--- src/rtl/sthi_pkg.sv ---
`timescale 1ns / 1ps
// ----------------------------------------------------------------------------
// sthi_pkg: shared types and constants of the slope-to-height integrator
// Holds the configuration record, the controller/datapath command and status
// records, the sequencer codes and the tangent coefficient table.
// ----------------------------------------------------------------------------
package sthi_pkg;

  // Largest row the column counter has to cover.
  localparam int unsigned MAX_WIDTH = 4096;
  localparam int unsigned CNT_W     = $clog2(MAX_WIDTH);
  localparam int unsigned RW_W      = 13;
  localparam int unsigned STEP_W    = 20;
  localparam int unsigned SCALE_W   = 32;
  localparam int unsigned SLOPE_W   = 16;
  localparam int unsigned HEIGHT_W  = 32;
  localparam int unsigned MAG_W     = SLOPE_W + 1;
  localparam int unsigned MUL_W     = 32;
  localparam int unsigned PROD_W    = 2 * MUL_W;
  localparam int unsigned ANG_W     = 30;
  localparam int unsigned ACC_W     = 32;
  localparam int unsigned D_W       = 51;
  localparam int unsigned SUM_W     = 64;
  localparam int unsigned CFG_IDX_W = 3;
  localparam int unsigned CFG_DAT_W = 32;

  // pi/4 in Q30
  localparam logic [ANG_W-1:0] PI4_Q30 = 30'd843314857;

  // Register map
  localparam logic [CFG_IDX_W-1:0] REG_ROW_WIDTH   = 3'd0;
  localparam logic [CFG_IDX_W-1:0] REG_STEP_X      = 3'd1;
  localparam logic [CFG_IDX_W-1:0] REG_STEP_Y      = 3'd2;
  localparam logic [CFG_IDX_W-1:0] REG_INV_SCALE_X = 3'd3;
  localparam logic [CFG_IDX_W-1:0] REG_INV_SCALE_Y = 3'd4;

  // Register reset values
  localparam logic [RW_W-1:0]    RST_ROW_WIDTH   = 13'd256;
  localparam logic [STEP_W-1:0]  RST_STEP_X      = 20'd125000;
  localparam logic [STEP_W-1:0]  RST_STEP_Y      = 20'd125000;
  localparam logic [SCALE_W-1:0] RST_INV_SCALE_X = 32'd333062059;
  localparam logic [SCALE_W-1:0] RST_INV_SCALE_Y = 32'd20641550;

  typedef struct packed {
    logic [RW_W-1:0]    row_width;
    logic [STEP_W-1:0]  step_x;
    logic [STEP_W-1:0]  step_y;
    logic [SCALE_W-1:0] inv_scale_x;
    logic [SCALE_W-1:0] inv_scale_y;
  } cfg_t;

  typedef enum logic [2:0] {
    ST_IDLE,
    ST_MUL,
    ST_WB,
    ST_SUM,
    ST_FIN
  } state_e;

  // One multiply step of the sequence: angle, square, Horner, tangent, step.
  typedef enum logic [2:0] {
    OP_ANGLE,
    OP_SQUARE,
    OP_HORNER,
    OP_TAN,
    OP_STEP
  } op_e;

  typedef struct packed {
    logic       accept;
    logic       mul_en;
    logic       wb_en;
    logic       sum_en;
    logic       load_out;
    op_e        op;
    logic [2:0] coef_idx;
  } ctrl_cmd_t;

  typedef struct packed {
    logic skip;
  } dp_status_t;

  // Odd Taylor coefficients of tan in Q30, from x^15 down to x^1.
  function automatic logic [ACC_W-1:0] tan_coef(input logic [2:0] k);
    logic [ACC_W-1:0] c;
    unique case (k)
      3'd0:    c = 32'd1563190;
      3'd1:    c = 32'd3857018;
      3'd2:    c = 32'd9516827;
      3'd3:    c = 32'd23482185;
      3'd4:    c = 32'd57947971;
      3'd5:    c = 32'd143165577;
      3'd6:    c = 32'd357913941;
      3'd7:    c = 32'd1073741824;
      default: c = '0;
    endcase
    return c;
  endfunction

endpackage

--- src/rtl/sthi_ctrl.sv ---
`timescale 1ns / 1ps
// ----------------------------------------------------------------------------
// sthi_ctrl: sequencer of the slope-to-height integrator
// Accepts one pixel at a time, steps the shared multiplier through the
// angle, tangent and increment, and loads the output register.
// ----------------------------------------------------------------------------
module sthi_ctrl (
  input  logic                  clk_i,
  input  logic                  rst_ni,
  input  logic                  in_valid_i,
  output logic                  in_stall_o,
  output logic                  out_valid_o,
  input  logic                  out_stall_i,
  input  sthi_pkg::dp_status_t  status_i,
  output sthi_pkg::ctrl_cmd_t   cmd_o
);

  sthi_pkg::state_e state_q, state_d;
  sthi_pkg::op_e    op_q, op_d;
  logic [2:0]       k_q, k_d;
  logic             out_valid_q, out_valid_d;
  logic             accept;
  logic             out_free;

  assign in_stall_o  = (state_q != sthi_pkg::ST_IDLE);
  assign accept      = in_valid_i && !in_stall_o;
  assign out_free    = !out_valid_q || !out_stall_i;
  assign out_valid_o = out_valid_q;

  // Next state
  always_comb begin
    state_d = state_q;
    unique case (state_q)
      sthi_pkg::ST_IDLE: begin
        if (accept) begin
          state_d = status_i.skip ? sthi_pkg::ST_FIN : sthi_pkg::ST_MUL;
        end
      end
      sthi_pkg::ST_MUL: state_d = sthi_pkg::ST_WB;
      sthi_pkg::ST_WB: begin
        state_d = (op_q == sthi_pkg::OP_STEP) ? sthi_pkg::ST_SUM : sthi_pkg::ST_MUL;
      end
      sthi_pkg::ST_SUM: state_d = sthi_pkg::ST_FIN;
      sthi_pkg::ST_FIN: begin
        if (out_free) begin
          state_d = sthi_pkg::ST_IDLE;
        end
      end
      default: state_d = sthi_pkg::ST_IDLE;
    endcase
  end

  // Advance the multiply sequence after each writeback
  always_comb begin
    op_d = op_q;
    k_d  = k_q;
    if (accept) begin
      op_d = sthi_pkg::OP_ANGLE;
      k_d  = '0;
    end else if (state_q == sthi_pkg::ST_WB) begin
      unique case (op_q)
        sthi_pkg::OP_ANGLE: op_d = sthi_pkg::OP_SQUARE;
        sthi_pkg::OP_SQUARE: begin
          op_d = sthi_pkg::OP_HORNER;
          k_d  = 3'd1;
        end
        sthi_pkg::OP_HORNER: begin
          if (k_q == 3'd7) begin
            op_d = sthi_pkg::OP_TAN;
          end else begin
            k_d = k_q + 3'd1;
          end
        end
        sthi_pkg::OP_TAN: op_d = sthi_pkg::OP_STEP;
        sthi_pkg::OP_STEP: op_d = sthi_pkg::OP_STEP;
        default: op_d = sthi_pkg::OP_ANGLE;
      endcase
    end
  end

  // Outputs
  always_comb begin
    cmd_o          = '0;
    cmd_o.op       = op_q;
    cmd_o.coef_idx = k_q;
    cmd_o.accept   = accept;
    unique case (state_q)
      sthi_pkg::ST_IDLE: ;
      sthi_pkg::ST_MUL:  cmd_o.mul_en = 1'b1;
      sthi_pkg::ST_WB:   cmd_o.wb_en = 1'b1;
      sthi_pkg::ST_SUM:  cmd_o.sum_en = 1'b1;
      sthi_pkg::ST_FIN:  cmd_o.load_out = out_free;
      default: ;
    endcase
  end

  always_comb begin
    out_valid_d = out_valid_q;
    if (cmd_o.load_out) begin
      out_valid_d = 1'b1;
    end else if (!out_stall_i) begin
      out_valid_d = 1'b0;
    end
  end

  always_ff @(posedge clk_i or negedge rst_ni) begin
    if (!rst_ni) begin
      state_q     <= sthi_pkg::ST_IDLE;
      op_q        <= sthi_pkg::OP_ANGLE;
      k_q         <= '0;
      out_valid_q <= 1'b0;
    end else begin
      state_q     <= state_d;
      op_q        <= op_d;
      k_q         <= k_d;
      out_valid_q <= out_valid_d;
    end
  end

endmodule

--- src/rtl/sthi_datapath.sv ---
`timescale 1ns / 1ps
// ----------------------------------------------------------------------------
// sthi_datapath: row state, shared multiplier and height update
// Holds the raster position and the heights carried between pixels, and
// evaluates prev + step*tan(slope*scale) one multiply per command.
// ----------------------------------------------------------------------------
module sthi_datapath (
  input  logic                                    clk_i,
  input  logic                                    rst_ni,
  input  sthi_pkg::cfg_t                          cfg_i,
  input  sthi_pkg::ctrl_cmd_t                     cmd_i,
  output sthi_pkg::dp_status_t                    status_o,
  input  logic signed [sthi_pkg::SLOPE_W-1:0]     x_slope_i,
  input  logic signed [sthi_pkg::SLOPE_W-1:0]     y_slope_i,
  input  logic                                    frame_start_i,
  output logic signed [sthi_pkg::HEIGHT_W-1:0]    height_o,
  output logic                                    row_end_o
);

  // Raster state
  logic [sthi_pkg::CNT_W-1:0]           column_count_q;
  logic                                 first_row_q;
  logic [sthi_pkg::SLOPE_W-1:0]         prev_x_slope_q;
  logic [sthi_pkg::SLOPE_W-1:0]         col0_y_slope_q;
  logic signed [sthi_pkg::HEIGHT_W-1:0] row_height_q;
  logic signed [sthi_pkg::HEIGHT_W-1:0] col0_height_q;

  // Per-pixel operands
  logic signed [sthi_pkg::HEIGHT_W-1:0] prev_q;
  logic                                 neg_q;
  logic [sthi_pkg::MAG_W-1:0]           mag_q;
  logic [sthi_pkg::STEP_W-1:0]          step_q;
  logic [sthi_pkg::SCALE_W-1:0]         scale_q;
  logic                                 zero_q;
  logic                                 col0_q;
  logic                                 last_q;

  // Intermediate results
  logic [sthi_pkg::PROD_W-1:0]          prod_q;
  logic [sthi_pkg::ANG_W-1:0]           a_q;
  logic [sthi_pkg::ANG_W-1:0]           x2_q;
  logic [sthi_pkg::ACC_W-1:0]           acc_q;
  logic [sthi_pkg::ACC_W-1:0]           t_q;
  logic [sthi_pkg::D_W-1:0]             d_q;
  logic signed [sthi_pkg::SUM_W-1:0]    sum_q;

  // Output register
  logic signed [sthi_pkg::HEIGHT_W-1:0] height_q;
  logic                                 row_end_q;

  logic [sthi_pkg::RW_W-1:0]            w_eff;
  logic [sthi_pkg::RW_W-1:0]            w_m1;
  logic [sthi_pkg::CNT_W-1:0]           col_eff;
  logic                                 first_eff;
  logic                                 is_col0;
  logic                                 last;
  logic [sthi_pkg::SLOPE_W-1:0]         slope_sel;
  logic [sthi_pkg::MUL_W-1:0]           mul_a;
  logic [sthi_pkg::MUL_W-1:0]           mul_b;
  logic [sthi_pkg::ANG_W:0]             a_raw;
  logic signed [sthi_pkg::SUM_W-1:0]    prev_sh;
  logic signed [sthi_pkg::SUM_W-1:0]    d_ext;
  logic signed [33:0]                   quot;
  logic signed [33:0]                   quot_adj;
  logic signed [sthi_pkg::HEIGHT_W-1:0] h_sat;
  logic signed [sthi_pkg::HEIGHT_W-1:0] h_new;

  // Row bookkeeping for the pixel at the input
  always_comb begin
    w_eff = cfg_i.row_width;
    if (w_eff == '0) begin
      w_eff = sthi_pkg::RW_W'(1);
    end else if (w_eff > sthi_pkg::RW_W'(sthi_pkg::MAX_WIDTH)) begin
      w_eff = sthi_pkg::RW_W'(sthi_pkg::MAX_WIDTH);
    end
    w_m1      = w_eff - sthi_pkg::RW_W'(1);
    col_eff   = frame_start_i ? '0 : column_count_q;
    first_eff = frame_start_i || first_row_q;
    is_col0   = (col_eff == '0);
    last      = ({1'b0, col_eff} >= w_m1);
    slope_sel = is_col0 ? col0_y_slope_q : prev_x_slope_q;
  end

  assign status_o.skip = is_col0 && first_eff;

  always_ff @(posedge clk_i or negedge rst_ni) begin
    if (!rst_ni) begin
      column_count_q <= '0;
      first_row_q    <= 1'b1;
      prev_x_slope_q <= '0;
      col0_y_slope_q <= '0;
      row_height_q   <= '0;
      col0_height_q  <= '0;
    end else begin
      if (cmd_i.accept) begin
        prev_x_slope_q <= x_slope_i;
        if (is_col0) begin
          col0_y_slope_q <= y_slope_i;
        end
        if (last) begin
          column_count_q <= '0;
          first_row_q    <= 1'b0;
        end else begin
          column_count_q <= col_eff + sthi_pkg::CNT_W'(1);
          first_row_q    <= first_eff;
        end
      end
      if (cmd_i.load_out) begin
        row_height_q <= h_new;
        if (col0_q) begin
          col0_height_q <= h_new;
        end
      end
    end
  end

  // Latch the operands of this pixel
  always_ff @(posedge clk_i) begin
    if (cmd_i.accept) begin
      prev_q  <= is_col0 ? col0_height_q : row_height_q;
      neg_q   <= slope_sel[sthi_pkg::SLOPE_W-1];
      mag_q   <= slope_sel[sthi_pkg::SLOPE_W-1]
               ? (sthi_pkg::MAG_W'(17'h10000) - {1'b0, slope_sel})
               : {1'b0, slope_sel};
      step_q  <= is_col0 ? cfg_i.step_y : cfg_i.step_x;
      scale_q <= is_col0 ? cfg_i.inv_scale_y : cfg_i.inv_scale_x;
      zero_q  <= status_o.skip;
      col0_q  <= is_col0;
      last_q  <= last;
    end
  end

  // Shared multiplier operands
  always_comb begin
    unique case (cmd_i.op)
      sthi_pkg::OP_ANGLE: begin
        mul_a = sthi_pkg::MUL_W'(mag_q);
        mul_b = scale_q;
      end
      sthi_pkg::OP_SQUARE: begin
        mul_a = sthi_pkg::MUL_W'(a_q);
        mul_b = sthi_pkg::MUL_W'(a_q);
      end
      sthi_pkg::OP_HORNER: begin
        mul_a = acc_q;
        mul_b = sthi_pkg::MUL_W'(x2_q);
      end
      sthi_pkg::OP_TAN: begin
        mul_a = acc_q;
        mul_b = sthi_pkg::MUL_W'(a_q);
      end
      sthi_pkg::OP_STEP: begin
        mul_a = sthi_pkg::MUL_W'(step_q);
        mul_b = t_q;
      end
      default: begin
        mul_a = '0;
        mul_b = '0;
      end
    endcase
  end

  assign a_raw = prod_q[48:18];

  always_ff @(posedge clk_i) begin
    if (cmd_i.mul_en) begin
      prod_q <= mul_a * mul_b;
    end
    if (cmd_i.wb_en) begin
      case (cmd_i.op)
        sthi_pkg::OP_ANGLE: begin
          // Clamp the angle magnitude to pi/4
          a_q <= (a_raw > {1'b0, sthi_pkg::PI4_Q30}) ? sthi_pkg::PI4_Q30
                                                     : a_raw[sthi_pkg::ANG_W-1:0];
        end
        sthi_pkg::OP_SQUARE: begin
          x2_q  <= prod_q[59:30];
          acc_q <= sthi_pkg::tan_coef(3'd0);
        end
        sthi_pkg::OP_HORNER: acc_q <= sthi_pkg::tan_coef(cmd_i.coef_idx) + prod_q[61:30];
        sthi_pkg::OP_TAN:    t_q <= prod_q[61:30];
        sthi_pkg::OP_STEP:   d_q <= prod_q[sthi_pkg::D_W-1:0];
        default: ;
      endcase
    end
    if (cmd_i.sum_en) begin
      sum_q <= neg_q ? (prev_sh - d_ext) : (prev_sh + d_ext);
    end
    if (cmd_i.load_out) begin
      height_q  <= h_new;
      row_end_q <= last_q;
    end
  end

  assign prev_sh = {{2{prev_q[sthi_pkg::HEIGHT_W-1]}}, prev_q, 30'b0};
  assign d_ext   = {13'b0, d_q};

  // Divide by 2^30 truncating toward zero, then saturate to 32 bits
  always_comb begin
    quot     = sum_q[63:30];
    quot_adj = quot + {33'b0, (sum_q[63] && (|sum_q[29:0]))};
    if (!quot_adj[33] && (|quot_adj[32:31])) begin
      h_sat = 32'sh7FFF_FFFF;
    end else if (quot_adj[33] && !(&quot_adj[32:31])) begin
      h_sat = 32'sh8000_0000;
    end else begin
      h_sat = quot_adj[31:0];
    end
    h_new = zero_q ? '0 : h_sat;
  end

  assign height_o  = height_q;
  assign row_end_o = row_end_q;

endmodule

--- src/rtl/slope_to_height_integrator_unit.sv ---
`timescale 1ns / 1ps
// ----------------------------------------------------------------------------
// slope_to_height_integrator_unit: height map from raster slope samples
// Top level: configuration registers, sequencer and datapath.
// ----------------------------------------------------------------------------
// Each pixel transfer yields exactly one height transfer, in order. The block
// works on one pixel at a time and holds in_stall_o high from a pixel transfer
// until that pixel's height is loaded into the output register. A pixel that
// starts a frame (frame_start set, or the first pixel after reset) skips the
// multiplier and goes straight to the final step, where it is loaded once
// the output register is free. Every other pixel makes eleven dependent
// passes through the one shared 32x32 multiplier (angle, angle squared, seven
// Horner steps of the tangent, tangent, step scaling), each pass a multiply
// step and a writeback step, then a sum step, and is loaded in the final
// step, with the divide-and-saturate, once the output register is free. The
// next pixel is taken in only in the idle step after that load. A height
// that is still stalled in the output register holds the block in the final
// step. A finished height sits in the output register while the next
// pixel is already taken in. Registers are written at any time the port is
// valid (the port never pushes back) but must only change while no pixel is
// in flight.
// ----------------------------------------------------------------------------
module slope_to_height_integrator_unit (
  input  logic                                    clk_i,
  input  logic                                    rst_ni,
  // pixel input
  input  logic                                    in_valid_i,
  output logic                                    in_stall_o,
  input  logic signed [sthi_pkg::SLOPE_W-1:0]     x_slope_i,
  input  logic signed [sthi_pkg::SLOPE_W-1:0]     y_slope_i,
  input  logic                                    frame_start_i,
  // height output
  output logic                                    out_valid_o,
  input  logic                                    out_stall_i,
  output logic signed [sthi_pkg::HEIGHT_W-1:0]    height_o,
  output logic                                    row_end_o,
  // register writes
  input  logic                                    cfg_valid_i,
  output logic                                    cfg_ready_o,
  input  logic [sthi_pkg::CFG_IDX_W-1:0]          cfg_index_i,
  input  logic [sthi_pkg::CFG_DAT_W-1:0]          cfg_data_i
);

  sthi_pkg::cfg_t       cfg_q;
  sthi_pkg::ctrl_cmd_t  cmd;
  sthi_pkg::dp_status_t status;

  // The register file always takes a write.
  assign cfg_ready_o = 1'b1;

  // Register file: drop writes to indexes beyond the map.
  always_ff @(posedge clk_i or negedge rst_ni) begin
    if (!rst_ni) begin
      cfg_q.row_width   <= sthi_pkg::RST_ROW_WIDTH;
      cfg_q.step_x      <= sthi_pkg::RST_STEP_X;
      cfg_q.step_y      <= sthi_pkg::RST_STEP_Y;
      cfg_q.inv_scale_x <= sthi_pkg::RST_INV_SCALE_X;
      cfg_q.inv_scale_y <= sthi_pkg::RST_INV_SCALE_Y;
    end else if (cfg_valid_i && cfg_ready_o) begin
      unique case (cfg_index_i)
        sthi_pkg::REG_ROW_WIDTH:   cfg_q.row_width   <= cfg_data_i[sthi_pkg::RW_W-1:0];
        sthi_pkg::REG_STEP_X:      cfg_q.step_x      <= cfg_data_i[sthi_pkg::STEP_W-1:0];
        sthi_pkg::REG_STEP_Y:      cfg_q.step_y      <= cfg_data_i[sthi_pkg::STEP_W-1:0];
        sthi_pkg::REG_INV_SCALE_X: cfg_q.inv_scale_x <= cfg_data_i;
        sthi_pkg::REG_INV_SCALE_Y: cfg_q.inv_scale_y <= cfg_data_i;
        default: ;
      endcase
    end
  end

  // Sequencer: one pixel in flight, output register handshake
  sthi_ctrl u_ctrl (
    .clk_i       (clk_i),
    .rst_ni      (rst_ni),
    .in_valid_i  (in_valid_i),
    .in_stall_o  (in_stall_o),
    .out_valid_o (out_valid_o),
    .out_stall_i (out_stall_i),
    .status_i    (status),
    .cmd_o       (cmd)
  );

  // Datapath: raster state, shared multiplier, height update
  sthi_datapath u_datapath (
    .clk_i         (clk_i),
    .rst_ni        (rst_ni),
    .cfg_i         (cfg_q),
    .cmd_i         (cmd),
    .status_o      (status),
    .x_slope_i     (x_slope_i),
    .y_slope_i     (y_slope_i),
    .frame_start_i (frame_start_i),
    .height_o      (height_o),
    .row_end_o     (row_end_o)
  );

endmodule

--- config.mk ---
export PLATFORM = sky130hd
export DESIGN_NAME = slope_to_height_integrator_unit
export DESIGN_NICKNAME = d
export VERILOG_FILES = /design/src/rtl/sthi_pkg.sv /design/src/rtl/sthi_ctrl.sv /design/src/rtl/sthi_datapath.sv /design/src/rtl/slope_to_height_integrator_unit.sv
export SDC_FILE = /design/constraint.sdc
export NUM_CORES = 2
export LEC_CHECK = 0
export BUFFER_PORTS_ARGS = -buffer_cell sky130_fd_sc_hd__buf_4
export CORE_MARGIN = 3
export CORE_UTILIZATION = 34
export CTS_BUF_LIST = sky130_fd_sc_hd__clkbuf_4 sky130_fd_sc_hd__clkbuf_8
export DETAILED_ROUTE_END_ITERATION = 16
export MAX_ROUTING_LAYER = met4
export SLEW_MARGIN = 20
export SYNTH_ARGS = -nofsm -noshare
export SYNTH_HDL_FRONTEND = slang
export SYNTH_SLANG_ARGS = --single-unit
--- constraint.sdc ---
create_clock -name clk_i -period 22.2 [get_ports clk_i]
set_clock_uncertainty 0.1 [all_clocks]
set_input_delay 1.11 -clock clk_i [delete_from_list [all_inputs] [get_ports clk_i]]
set_output_delay 1.11 -clock clk_i [all_outputs]
set_load 0.05 [all_outputs]
### Word level (Yosys, flattened, before mapping)

Memories as Yosys holds them, arrays and structs flattened.
Cells that the tools add are included.

| storage, ports and cells | value |
|---|---|
| bits in registers | 675 |
| bits in read-only memories | 240 |
| input port bits | 73 |
| output and inout bits | 36 |
| word-level logic and storage cells | 144 |
| memories kept | 1 |

| cells by class | value |
|---|---|
| add/subtract/negate cells | 8 |
| multiply operators | 1 |
| magnitude comparators | 3 |
| equal/unequal tests | 18 |
| multiplexer cells | 38 |
| reduce and logical (&&, ||, !) cells | 42 |

Memories:

| memory | words | bits a word | read ports | clocked after Yosys merged registers in | write ports | RTL line | RTL |
|---|---|---|---|---|---|---|---|
| (name not given) | 8 | 30 | 1 | 0 | 0 | sthi_pkg.sv:86 | `unique case (k)` |

Operators by type and width:

| cell | count |
|---|---|
| $pmux 32 s4 | 2 |
| $mux 32 | 7 |
| $mux 64 | 1 |
| $pmux 32 s2 | 1 |
| $add 62x52->63 | 1 |
| $sub 62x52->63 | 1 |
| $mul 32x32->62 | 1 |
| $add 34x1->34 | 1 |
| $add 32x32->32 | 1 |
| $gt 31x30->1 const B | 1 |
| $reduce_and 2->1 | 15 |
| $reduce_or 30->1 | 1 |
| $mux 3 | 9 |
| $mux 13 | 2 |
| $mux 12 | 2 |
| $mux 20 | 1 |
| $eq 3x2->1 const B | 6 |
| $sub 17x16->17 const A | 1 |
| $mux 16 | 1 |
| $mux 15 | 1 |
| $pmux 3 s5 | 1 |
| $ge 12x13->1 | 1 |
| $gt 13x13->1 const B | 1 |
| $logic_not 13->1 | 1 |
| other kinds (21) | 50 |

### Depth between registers and ports, before layout

| depth | value |
|---|---|
| depth in word-level cells | 9 |
| mapped depth | 38 |
| gate-level depth less buffers | 32 |

### Modules after synthesis

Synthesis repeated with hierarchy kept, for this count alone.

| unflattened totals | value |
|---|---|
| cell total of the unflattened synthesis | 6348 |
| area total of the unflattened synthesis | 64690.8 sq um |

By module, submodules not included:

| module | instances | cells an instance | area each (sq um) | seq. area each (sq um) |
|---|---|---|---|---|
| sthi_datapath | 1 | 6032 | 59424.5 | 15881.5 |
| slope_to_height_integrator_unit | 1 | 253 | 4642.0 | 2987.9 |
| sthi_ctrl | 1 | 63 | 624.3 | 250.2 |

### Least setup slack after synthesis

Ideal clock, no wire load.

| timing | value |
|---|---|
| path type | register -> register |
| from | register u_ctrl.op_q[0] |
| to | register u_datapath.prod_q[54] (netlist bit), data pin |
| setup time | 0.167 ns |
| data arrival time | 9.050 ns |
| data required time | 21.933 ns |
| path slack | 12.883 ns |
| stages on the path, launching flop included | 34 |
| path buffers | 6 |
| period minus slack after synthesis | 9.317 ns |
| cells stage by stage | dfrtp_1 -> clkbuf_1 -> nor2b_1 -> nor2b_1 -> clkbuf_1 -> clkbuf_1 -> buf_1 -> a22o_1 -> clkbuf_1 -> nand2_1 -> fa_1 -> inv_1 -> fa_1 -> inv_1 -> fa_1 -> fa_1 -> inv_1 -> fa_1 -> fa_1 -> fa_1 -> inv_1 -> fa_1 -> inv_1 -> ha_1 -> clkbuf_1 -> a21oi_1 -> o211ai_1 -> a211oi_1 -> o21ai_0 -> or2_2 -> o2111a_1 -> o211ai_1 -> mux2_2 -> a211oi_1 |

| on the way | value |
|---|---|
| longest elaborated chain between the ends | 4 |
| elaborated cells between the ends (all ways) | 10 |
| those cells by class | mul: 1; eq/ne: 4; mux: 2; reduce/logical: 3 |

Ends and longest elaborated chain:

| element | RTL line | RTL |
|---|---|---|
| from (decl) | sthi_ctrl.sv:19 | `sthi_pkg::op_e op_q, op_d;` |
| from (signal assigned) | sthi_ctrl.sv:109 | `op_q <= sthi_pkg::OP_ANGLE;` |
| from (signal assigned) | sthi_ctrl.sv:114 | `op_q <= op_d;` |
| $eq 3x2->1 / $eq 3x1->1 (equally long branches) | sthi_datapath.sv:135 | `unique case (cmd_i.op)` |
| $reduce_or 2->1 (no line) | - |  |
| $pmux 32 s4 | sthi_datapath.sv:135 |  |
| $mul 32x32->62 * | sthi_datapath.sv:167 | `prod_q <= mul_a * mul_b;` |
| to (signal assigned) | sthi_datapath.sv:167 |  |
| to (decl) | sthi_datapath.sv:39 | `logic [sthi_pkg::PROD_W-1:0] prod_q;` |

Mark *: on every way between the ends. The rest lies on a longest branch, timed or not.
A chain may end at the register's enable or synchronous reset.

### Worst setup path after layout

| timing | value |
|---|---|
| from | register u_ctrl.op_q[2] |
| to | register u_datapath.prod_q[54] (netlist bit), data pin |

Same word-level chain as after synthesis.

==> results by group <==
Clocking
  – CTS Root Cell: clkbuf_8
  – CTS resizes: 0
  – Maximum clock insertion buffer count: 3
  – Clock-pin slew on the worst setup and hold paths: 70 ps
  – Clock tree from TritonCTS: yes
  – Clock latency on the worst-skew pair: 750 ps
  – # Post-CTS Setup Buffers: 0
  – H-tree lvl count: 3
  – CTS Buf Count: 103
  – CTS Hold Bufs: 0
  – CTS sink cnt: 674

Drt
  – Drt via density: 5.27
  – TritonRoute pass-1 iters: 6
  – Met1 wire length: 85,400 um
  – Detailed-routed wire length on met3: 16,300 um
  – DR DRC count: 0
  – Met2 wire length: 96,600 um
  – Antenna viol nets, final: 0
  – DR iter-0 viols: 4,186
  – Wire per inst: 23.5 um
  – Routed WL: 209,000 um
  – Top sig layer: met4
  – Via count: 46,800

GRT
  – Gr usage total: 22.3%
  – Number of global-route vias before repair: 48,900
  – Global route total overflow: 0
  – Initial antenna violation count: 16
  – Global-route wire length before repair: 314,000 um
  – Largest net degree at the start of global routing: 120

Layout
  – Layout area overhead: 10.2%
  – Nets: 7,609
  – Filler instances: 18,500
  – Util after Layout: 37.8%
  – Multi-input gate area: 40,500 sq um
  – Post-route cell area: 70,400 sq um
  – Reg area: 19,100 sq um
  – Layout cells sized above 1: 13.5%

Worst setup path
  – CP dominant cell by count: fa_1
  – CP Capture Type: flip-flop
  – Critical path required time: 22,690 ps
  – Crit-path max cell delay: 710 ps
  – Slowest CP cell: dfrtp_1
  – CP bufs+invs: 5
  – Crit path max-delay family: adder cells
  – Crit. path cell count: 28
  – Crit Path Category: reg2reg
  – Critical path arrival: 11,390 ps
  – R2r setup slk: 11,300 ps
  – Crit-path max FO: 54
  – Reg2reg path depth: 28
  – CP startpoint kind: flip-flop

Logic synthesis
  – Post-Syn Area per Cell: 10.3 sq um
  – Mux cell area share after synthesis: 5.38%
  – Synth Cell Area: 64,000 sq um
  – #FFs+latches synth: 674
  – Compound-Gate Fraction of Synth Area: 7.37%
  – Post-synth ARST share: 35.0%
  – Yosys Warn Count: 0
  – Sequential area share after synthesis: 29.9%
  – Number of synthesized flops with an enable pin: 438
  – Yosys top cell area share: 28.1%
  – Adder-Cell Fraction of Synth Area: 34.8%
  – Yosys cell types: 87
  – Area leader, netlist: fa_1
  – Post-Synth Simple-Gate Area: 12.4%
  – Cells after Synth: 6,227
  – Post-synth top flop: edfxtp_1
  – Synth Area in XOR/XNOR: 2.60%
  – Largest family of logic cells by synthesized area: adder cells
  – Synth top area cells: fa_1, edfxtp_1, dfrtp_1, ha_1, inv_1

Placement
  – HPWL Detailed: 155,000 um
  – Placed inst area: 68,200 sq um
  – Port Buffer Count: 107
  – Gpl congestion: 0.976

Floorplanning
  – Die Area: 193,000 sq um
  – Io pins: 109
  – Initial core utilization: 34.3%
  – Core ar.: 186,000 sq um
  – Die Y-Extent: 440 um
  – Row count: 158
  – Die Width: 440 um

Timing
  – Final number of setup-violating endpoints: 0
  – Worst-Margin Slew: 1170 ps
  – Fin. max-slew vios: 0
  – Final worst path period need: 10,900 ps
  – Max_slew headroom: 21.8%
  – Setup TNS: 0 ps
  – Fin crit share: 49.1%
  – F_max: 91.7 MHz
  – RSZ-0062 raised after global routing: false
  – Final hold violations: 0

Hold path
  – Worst Hold Class: reg2reg
  – Worst Hold Depth: 0

Flow run
  – MaxCap Viol Count: 0

Outcome
  – Status: completed
==> stage by stage <==
stage	hold WS, ps	setup WS, ps	instances
floorplan	300	12880	6248
global placement	301	11610	8667
detailed placement	305	11650	8669
CTS	317	11600	8861
global route	322	10940	8873
finish	314	11300	8875
==> registers in the layout, summed over array words and instances (netlist names), 3 cells and up <==
signal,count
u_datapath.col0_height_q,32
u_datapath.row_height_q,32
u_datapath.acc_q,32
u_datapath.sum_q,63
u_ctrl.k_q,3
u_datapath.scale_q,32
u_datapath.a_q,30
u_datapath.column_count_q,12
u_datapath.t_q,32
u_datapath.prev_q,32
u_datapath.col0_y_slope_q,16
u_datapath.mag_q,17
u_ctrl.op_q,3
cfg_q,117
u_datapath.x2_q,30
u_ctrl.state_q,3
u_datapath.d_q,51
u_datapath.prod_q,62
u_datapath.step_q,20
u_datapath.height_o,32
u_datapath.prev_x_slope_q,16
==> cells by family (layout without fill, tap and decap cells) <==
family                   count (synthesis)  in the layout
AND/OR/NAND/NOR                       1834           1834
buffers and inverters                 1273           1406
adder cells (fa/ha/maj)               1242           1242
AO/OA/AOI/OAI                          703            703
flip-flops                             674            674
multiplexers                           309            309
XOR/XNOR                               190            190
other                                    2             37
==> worst paths after layout <==
kind | endpoint | from
max | u_datapath.prod_q[54] | u_ctrl.op_q[2]
min | u_datapath.d_q[4] | u_datapath.prod_q[4]
max reg2reg | u_datapath.prod_q[54] | u_ctrl.op_q[2]
min reg2reg | u_datapath.d_q[4] | u_datapath.prod_q[4]
max in group asynchronous | u_datapath.row_height_q[4] | rst_ni
min in group asynchronous | u_datapath.column_count_q[0] | rst_ni
==> cell usage in the layout, fill, tap and decap left out, types with 14 or more instances in the layout <==
master and n:
a22oi_1 21, dfstp_2 49, nor3_1 40, nor2b_1 35, dfrtp_1 187, nand4_1 38
o21ai_0 142, xnor2_1 117, a21o_1 63, o31ai_1 25, inv_1 960, nand3_1 51
clkbuf_8 121, nand2b_1 42, diode_2 14, a21oi_1 175, nor2_1 698, a211oi_1 17
xor2_1 73, a22o_1 35, mux2_2 279, edfxtp_1 438, a221o_1 30, buf_4 251
o21a_1 14, and4_1 23, clkbuf_4 41, nand2_1 734, fa_1 897, a221oi_2 23
a31oi_1 21, and3_1 30, o21bai_1 16, o211ai_1 17, mux2i_1 29, ha_1 345
conb_1 23, and2_1 34, nor4_1 23
==> layout make-up <==
class	instances	share of cell area, %
flip-flops and latches	674	27.1
multi-input cells	4301	57.5
repair buffers	252	2.70
inverters	962	5.13
well taps	2480	4.40
clock buffers	162	2.80
diodes	14	0.0497
clock inverters	30	0.318
==> synth_stat cells (all sizes together) (43+ instances only) <==
| cell | instances |
|---|---|
| nor2 | 699 |
| clkbuf | 284 |
| a21oi | 180 |
| o21ai | 150 |
| fa | 897 |
| xor2 | 73 |
| nand3 | 51 |
| nor3 | 43 |
| inv | 962 |
| a21o | 63 |
| dfstp | 49 |
| nand2b | 43 |
| edfxtp | 438 |
| ha | 345 |
| xnor2 | 117 |
| mux2 | 280 |
| dfrtp | 187 |
| nand2 | 734 |
==> per-layer routing <==
metal  up-vias  track usage (%)
met3       568             4.10
met2      2030             35.2
met5         -                -
met1     23900             28.3
met4         0             9.01
li1      20300                -
Power is not shown: default switching activity piles up to over one toggle a cycle in this logic, so the estimate is an artifact.
